[src/rtl/c2dmac_pkg.sv]
package c2dmac_pkg;

  localparam int PIXEL_WORDS      = 1024;
  localparam int WEIGHT_WORDS     = 1024;
  localparam int MAX_OUT_CHANNELS = 16;

  localparam int PIX_AW  = $clog2(PIXEL_WORDS);
  localparam int WT_AW   = $clog2(WEIGHT_WORDS);
  localparam int BIAS_AW = (MAX_OUT_CHANNELS > 1) ? $clog2(MAX_OUT_CHANNELS) : 1;

  localparam int ACC_W     = 40;
  localparam int DIV_STEPS = 14;
  localparam int DIV_CW    = $clog2(DIV_STEPS);

  typedef enum logic [1:0] {
    MODE_WEIGHT  = 2'd0,
    MODE_BIAS    = 2'd1,
    MODE_PIXEL   = 2'd2,
    MODE_COMPUTE = 2'd3
  } mode_e;

  typedef enum logic [2:0] {
    REG_IN_CHANNELS   = 3'd0,
    REG_IN_HEIGHT     = 3'd1,
    REG_IN_WIDTH      = 3'd2,
    REG_OUT_CHANNELS  = 3'd3,
    REG_KERNEL_HEIGHT = 3'd4,
    REG_KERNEL_WIDTH  = 3'd5
  } reg_e;

  typedef struct packed {
    logic [2:0] in_c;
    logic [5:0] in_h;
    logic [5:0] in_w;
    logic [4:0] out_c;
    logic [2:0] kh;
    logic [2:0] kw;
  } cfg_t;

  localparam cfg_t CFG_RESET = '{
    in_c:  3'd1,
    in_h:  6'd28,
    in_w:  6'd28,
    out_c: 5'd4,
    kh:    3'd3,
    kw:    3'd3
  };

  typedef struct packed {
    logic               pix_we;
    logic               wt_we;
    logic               bias_we;
    logic [13:0]        addr;
    logic signed [15:0] data;
  } load_t;

  typedef struct packed {
    logic              valid;
    logic              err;
    logic [4:0]        oc;
    logic [PIX_AW-1:0] pix_start;
    logic [WT_AW-1:0]  wt_start;
    logic [8:0]        count;
    logic [11:0]       hw;
  } job_t;

  typedef struct packed {
    logic                    valid;
    logic                    status;
    logic signed [ACC_W-1:0] result;
  } res_t;

endpackage

[src/rtl/c2dmac_addr.sv]
module c2dmac_addr (
  input  logic                clk_i,
  input  logic                rst_ni,
  input  logic                start_i,
  input  logic [13:0]         index_i,
  input  c2dmac_pkg::cfg_t    cfg_i,
  output c2dmac_pkg::job_t    job_o
);

  localparam logic [2:0] A_IDLE  = 3'd0;
  localparam logic [2:0] A_DIM   = 3'd1;
  localparam logic [2:0] A_RANGE = 3'd2;
  localparam logic [2:0] A_DIV1  = 3'd3;
  localparam logic [2:0] A_DIV2  = 3'd4;
  localparam logic [2:0] A_CHK1  = 3'd5;
  localparam logic [2:0] A_CHK2  = 3'd6;

  localparam logic [c2dmac_pkg::DIV_CW-1:0] DIV_LAST =
    c2dmac_pkg::DIV_CW'(c2dmac_pkg::DIV_STEPS - 1);

  logic [2:0]                      state_q, state_d;
  logic [c2dmac_pkg::DIV_CW-1:0]   dcnt_q, dcnt_d;
  c2dmac_pkg::job_t                job_q, job_d;

  logic [13:0] idx_q;
  logic [5:0]  out_w_q;
  logic [11:0] plane_q;
  logic [11:0] hw_q;
  logic [5:0]  kvol_q;
  logic [8:0]  ckv_q;
  logic [14:0] chbase_q;
  logic [8:0]  khw_q;
  logic [13:0] dq_q;
  logic [11:0] dr_q;
  logic [11:0] dsor_q;
  logic [4:0]  oc_q;
  logic [5:0]  r_q;
  logic [5:0]  c_q;
  logic [11:0] rw_q;
  logic [14:0] wt_end_q;

  logic [5:0]  out_h_c, out_w_c;
  logic        dim_err;
  logic [16:0] total_c;
  logic        range_err;
  logic [12:0] trial;
  logic [12:0] diff;
  logic        ge;
  logic [13:0] dq_n;
  logic [11:0] dr_n;
  logic [15:0] last_px;
  logic        chk_err;

  assign out_h_c = cfg_i.in_h - 6'(cfg_i.kh) + 6'd1;
  assign out_w_c = cfg_i.in_w - 6'(cfg_i.kw) + 6'd1;

  assign dim_err = (cfg_i.in_c == 3'd0) || (cfg_i.in_h == 6'd0) || (cfg_i.in_w == 6'd0) ||
                   (cfg_i.out_c == 5'd0) || (cfg_i.kh == 3'd0) || (cfg_i.kw == 3'd0) ||
                   (6'(cfg_i.kh) > cfg_i.in_h) || (6'(cfg_i.kw) > cfg_i.in_w);

  assign total_c   = 17'(cfg_i.out_c) * 17'(plane_q);
  assign range_err = 17'(idx_q) >= total_c;

  // Restoring divider, one quotient bit per cycle
  assign trial = {dr_q, dq_q[13]};
  assign ge    = trial >= {1'b0, dsor_q};
  assign diff  = trial - {1'b0, dsor_q};
  assign dr_n  = ge ? diff[11:0] : trial[11:0];
  assign dq_n  = {dq_q[12:0], ge};

  assign last_px = 16'(chbase_q) + 16'(rw_q) + 16'(khw_q) + 16'(c_q) +
                   16'(cfg_i.kw) - 16'd1;
  assign chk_err = (32'(oc_q) >= c2dmac_pkg::MAX_OUT_CHANNELS) ||
                   (32'(last_px) >= c2dmac_pkg::PIXEL_WORDS) ||
                   (32'(wt_end_q) > c2dmac_pkg::WEIGHT_WORDS);

  always_comb begin
    state_d     = state_q;
    dcnt_d      = dcnt_q;
    job_d       = job_q;
    job_d.valid = 1'b0;
    case (state_q)
      A_IDLE: begin
        if (start_i) begin
          state_d = A_DIM;
        end
      end
      A_DIM: begin
        if (dim_err) begin
          job_d.valid = 1'b1;
          job_d.err   = 1'b1;
          state_d     = A_IDLE;
        end else begin
          state_d = A_RANGE;
        end
      end
      A_RANGE: begin
        if (range_err) begin
          job_d.valid = 1'b1;
          job_d.err   = 1'b1;
          state_d     = A_IDLE;
        end else begin
          dcnt_d  = '0;
          state_d = A_DIV1;
        end
      end
      A_DIV1: begin
        if (dcnt_q == DIV_LAST) begin
          dcnt_d  = '0;
          state_d = A_DIV2;
        end else begin
          dcnt_d = dcnt_q + 1'b1;
        end
      end
      A_DIV2: begin
        if (dcnt_q == DIV_LAST) begin
          dcnt_d  = '0;
          state_d = A_CHK1;
        end else begin
          dcnt_d = dcnt_q + 1'b1;
        end
      end
      A_CHK1: begin
        state_d = A_CHK2;
      end
      A_CHK2: begin
        job_d.valid     = 1'b1;
        job_d.err       = chk_err;
        job_d.oc        = oc_q;
        job_d.pix_start = c2dmac_pkg::PIX_AW'(rw_q + 12'(c_q));
        job_d.wt_start  = c2dmac_pkg::WT_AW'(wt_end_q - 15'(ckv_q));
        job_d.count     = ckv_q;
        job_d.hw        = hw_q;
        state_d         = A_IDLE;
      end
      default: begin
        state_d = A_IDLE;
      end
    endcase
  end

  always_ff @(posedge clk_i or negedge rst_ni) begin
    if (!rst_ni) begin
      state_q <= A_IDLE;
      dcnt_q  <= '0;
      job_q   <= '0;
    end else begin
      state_q <= state_d;
      dcnt_q  <= dcnt_d;
      job_q   <= job_d;
    end
  end

  always_ff @(posedge clk_i) begin
    case (state_q)
      A_IDLE: begin
        if (start_i) begin
          idx_q <= index_i;
        end
      end
      A_DIM: begin
        out_w_q <= out_w_c;
        plane_q <= 12'(out_h_c) * 12'(out_w_c);
        hw_q    <= 12'(cfg_i.in_h) * 12'(cfg_i.in_w);
        kvol_q  <= 6'(cfg_i.kh) * 6'(cfg_i.kw);
      end
      A_RANGE: begin
        ckv_q    <= 9'(cfg_i.in_c) * 9'(kvol_q);
        chbase_q <= 15'(cfg_i.in_c - 3'd1) * 15'(hw_q);
        khw_q    <= 9'(cfg_i.kh - 3'd1) * 9'(cfg_i.in_w);
        dq_q     <= idx_q;
        dr_q     <= '0;
        dsor_q   <= plane_q;
      end
      A_DIV1: begin
        if (dcnt_q == DIV_LAST) begin
          // channel is below out_channels, so five bits hold it
          oc_q   <= dq_n[4:0];
          dq_q   <= 14'(dr_n);
          dr_q   <= '0;
          dsor_q <= 12'(out_w_q);
        end else begin
          dq_q <= dq_n;
          dr_q <= dr_n;
        end
      end
      A_DIV2: begin
        dq_q <= dq_n;
        dr_q <= dr_n;
        if (dcnt_q == DIV_LAST) begin
          r_q <= dq_n[5:0];
          c_q <= dr_n[5:0];
        end
      end
      A_CHK1: begin
        rw_q     <= 12'(r_q) * 12'(cfg_i.in_w);
        wt_end_q <= (15'(oc_q) + 15'd1) * 15'(ckv_q);
      end
      default: begin
      end
    endcase
  end

  assign job_o = job_q;

`ifndef NO_ASSERTIONS
  a_div_count: assert property (@(posedge clk_i) disable iff (!rst_ni)
    (state_q == A_DIV1 || state_q == A_DIV2) |-> dcnt_q <= DIV_LAST)
    else $error("divider step count out of range");
`endif

endmodule

[config.mk]
export PLATFORM = sky130hd
export DESIGN_NAME = c2dmac_addr
export DESIGN_NICKNAME = d
export VERILOG_FILES = /design/src/rtl/c2dmac_pkg.sv /design/src/rtl/c2dmac_addr.sv
export SDC_FILE = /design/constraint.sdc
export NUM_CORES = 1
export LEC_CHECK = 0
export BUFFER_PORTS_ARGS = -buffer_cell sky130_fd_sc_hd__buf_2
export CORE_MARGIN = 10
export CORE_UTILIZATION = 40
export CTS_CLUSTER_DIAMETER = 150
export DETAILED_ROUTE_END_ITERATION = 8
export GPL_ROUTABILITY_DRIVEN = 0
export HOLD_SLACK_MARGIN = 0.05
export PLACE_DENSITY = 0.59
export RECOVER_POWER = 50
export SYNTH_ARGS = -nofsm -noshare
export SYNTH_HDL_FRONTEND = slang
export SYNTH_SLANG_ARGS = --single-unit
[constraint.sdc]
create_clock -name clk_i -period 7.4 [get_ports clk_i]
set_input_delay 0.74 -clock clk_i [delete_from_list [all_inputs] [get_ports clk_i]]
set_output_delay 0.74 -clock clk_i [all_outputs]
set_load 0.005 [all_outputs]
==> flow_summary.yaml <==
route:
  wl_per_cell_um: 16.2
  dr.first_iter.drc_count: 808
  vias_per_cell: 5.00
  wirelength_um: 45200
  dr_total_vias: 13913
  dr.pass1.iters: 6
  ant_nets: 0
  remaining_drc_errors: 0
power:
  power_mw: 9.57
  p_leak_nw: 10.8
  cellPowerDensity_nw_per_um2: 430
  ir_drop_uv: 354
setup_path:
  crit_path_start_kind: "input port"
  crit_type: "in2reg"
  critPathRequiredTime_ns: 7.69
  cp.arrival_ns: 6.46
  timing.rr.start: "plane_q[8]"
  r2r_setup_slack_ns: 1.46
  cp-end-kind: "flip-flop"
  reg2regPathDepth: 18
  worstPathMaxFanout: 14
  r2r-end: "job_o[46]"
timing:
  finalSetupViolations: 0
  fin_crit_sh: 0.833
  max-slew-margin-rel: -1.24
  slew_violations: 197
  fin_tns_setup_ns: 0
  min_period_ns: 6.17
  hold_violations: 0
  whs_ns: 0.365
  max_freq_mhz: 162
  rsz0062_at_grt: "no"
  worstMarginPinSlew_ns: 3.36
  skew_ns: 0.0148
synthesis:
  synth_warnings: 0
  avgSynthCellArea_um2: 10.1
  synthSimpleGateAreaFrac: 0.132
  syn-num-nets: 2485
  synth_top_cell_by_area: "edfxtp_1"
  synth_top_family_by_area: "adder cells"
  yosys-mux-area-fraction: 0.0144
  synthFlopType: "edfxtp_1"
  synth-compound-area-share: 0.0878
  synth_area_um2: 20200
  synth_area_leaders: "edfxtp_1, ha_1, fa_1"
  yosysSeqAreaShare: 0.313
  yosys.area_share.adder: 0.339
  yosysMostFrequentCell: "inv_1"
  synth_top_area_frac: 0.245
  synth_edf_count: 165
  async_flop_share: 0.250
  ys_ff_latch: 220
  yosysUniqueCellTypes: 62
  synth_common_cells: "inv_1, ha_1, nand2_1, fa_1, edfxtp_1"
  synthCells: 1996
  synth-xor-area-share: 0.0433
worst_hold_path:
  hold_depth: 1
  hp-class: "in2reg"
  whs_endpoint: "idx_q[9]"
  worstHoldStart: "index_i[9]"
clocking:
  cts-root-buf: "clkbuf_16"
  cts_resized: 0
  ctsLongestPathBuffers: 3
  path_clk_slew_ns: 0.06
  worstSkewPairLatency_ns: 0.55
  cts_buffers: 27
  cts_sinks: 220
  tritoncts: "built"
  holdBufCountCts: 0
  post_cts_buffers: 0
  h-tree-depth: 1
die:
  die_w_um: 245
  io_pins: 91
  die_area_um2: 59900
  initial_utilization: 0.404
  coreArea_um2: 50100
  die_y_um: 245
  rows: 82
finish:
  drive_above_1_share: 0.0555
  syn2layout_area_growth_pct: 10.1
  final_area_um2: 22200
  nNetsFinal: 2578
  multiInputGateArea_um2: 12500
  fillers: 4913
  seq_area_um2: 6330
placement:
  io_buffers: 90
  place_area_um2: 21500
  place.detailed.hpwl_um: 36700
run_status:
  violations: "max-capacitance violations, max-slew violations"
  outcome: "finished with violations"
global_routing:
  grt.total_usage: 0.151
  grt_max_degree: 79
  grt_pass1_vias: 14327
  grt_pass1_wl_um: 74400
  grt_overflow: 0
  antenna_found_initial: 4
job:
  drv_cap: 4
-- registers in the layout, indices dropped and copies added, names as in the netlist --
| signal | flops |
|---|---|
| dq_q | 14 |
| chbase_q | 15 |
| kvol_q | 6 |
| job_o | 48 |
| state_q | 3 |
| dr_q | 12 |
| khw_q | 9 |
| c_q | 6 |
| oc_q | 5 |
| wt_end_q | 15 |
| hw_q | 12 |
| ckv_q | 9 |
| out_w_q | 6 |
| dsor_q | 12 |
| r_q | 6 |
| dcnt_q | 4 |
| idx_q | 14 |
| rw_q | 12 |
| plane_q | 12 |
-- critical path, cell delays in order --
cell	delay (ns)
clkbuf_1	0.52
inv_1	0.27
ha_1	0.38
inv_1	0.06
ha_1	0.22
fa_1	0.41
a21o_1	0.17
a21oi_1	0.16
xor2_1	0.42
nand2_1	0.15
fa_1	0.52
fa_1	0.51
fa_1	0.55
inv_1	0.04
ha_1	0.32
a21oi_1	0.15
nor2_1	0.05
nor2_1	0.14
o21bai_1	0.08
a21oi_1	0.22
o21bai_1	0.09
a21oi_1	0.17
xnor2_1	0.08
-- how the worst max path moves through the flow --
stage,startpoint,end,cells after the start
floorplan,cfg_i[10],state_q[0],19
detailed placement,cfg_i[10],job_o[46],19
CTS,plane_q[5],job_o[46],18
global route,cfg_i[12],plane_q[11],23
finish,cfg_i[12],plane_q[11],23
global placement,cfg_i[12],plane_q[11],23
-- placed cells by master, fill, tap and decap left out, types with 40 or more instances in the layout --
master    synthesis  layout
o21ai_0          67      67
fa_1            170     170
ha_1            276     276
edfxtp_1        165     165
and2_1          117     106
inv_1           344     344
nor2_1           81      79
a21oi_1          70      70
xnor2_1          72      72
a21o_1           40      40
nand2_1         218     217
dfrtp_1          55      55
clkbuf_1         31      61
-- report_power, final --
part           switching [mW]  total (mW)  internal, mW  leakage, nW
logic                    3.41        6.04          2.63         8.10
registers               0.280        2.23          1.95         2.30
clock network           0.517        1.30         0.787        0.437
-- cells by family (layout without fill, tap and decap cells) --
family | count (synthesis) | in the layout
and+or+nand+nor | 550 | 550
DFF | 220 | 220
muxes | 27 | 27
AOI/OAI and AO/OA | 276 | 276
other | 0 | 1
xor gates and xnor gates | 100 | 100
buffers and inverters | 377 | 490
adders and majority gates | 446 | 446
-- cell type report --
type                       instances  area share
antenna                            1    0.000112
clock buffer                      33      0.0318
clock inverter                    16     0.00776
inverter                         344      0.0580
multi-input combinational       1399       0.561
sequential                       220       0.285
tap                              672      0.0378
timing repair buffer              97      0.0189
-- routing by layer --
layer  global-route usage  routed length (µm)
met5                    0                  34
met4               0.0294                 773
met3               0.0254                2020
met2                0.245               20600
met1                0.209               21700
-- stage by stage --
| stage | cells | util | worst slack, ns |
|---|---|---|---|
| after global placement | 2732 | 0.429 | 1.20 |
| final | 2782 | 0.444 | 1.23 |
| after floorplan | 1996 | - | 1.79 |
| after global routing | 2781 | 0.444 | 0.823 |
| after CTS | 2781 | 0.446 | 1.41 |
| after detailed placement | 2732 | 0.429 | 1.05 |
(Power assumes the default switching activity.)
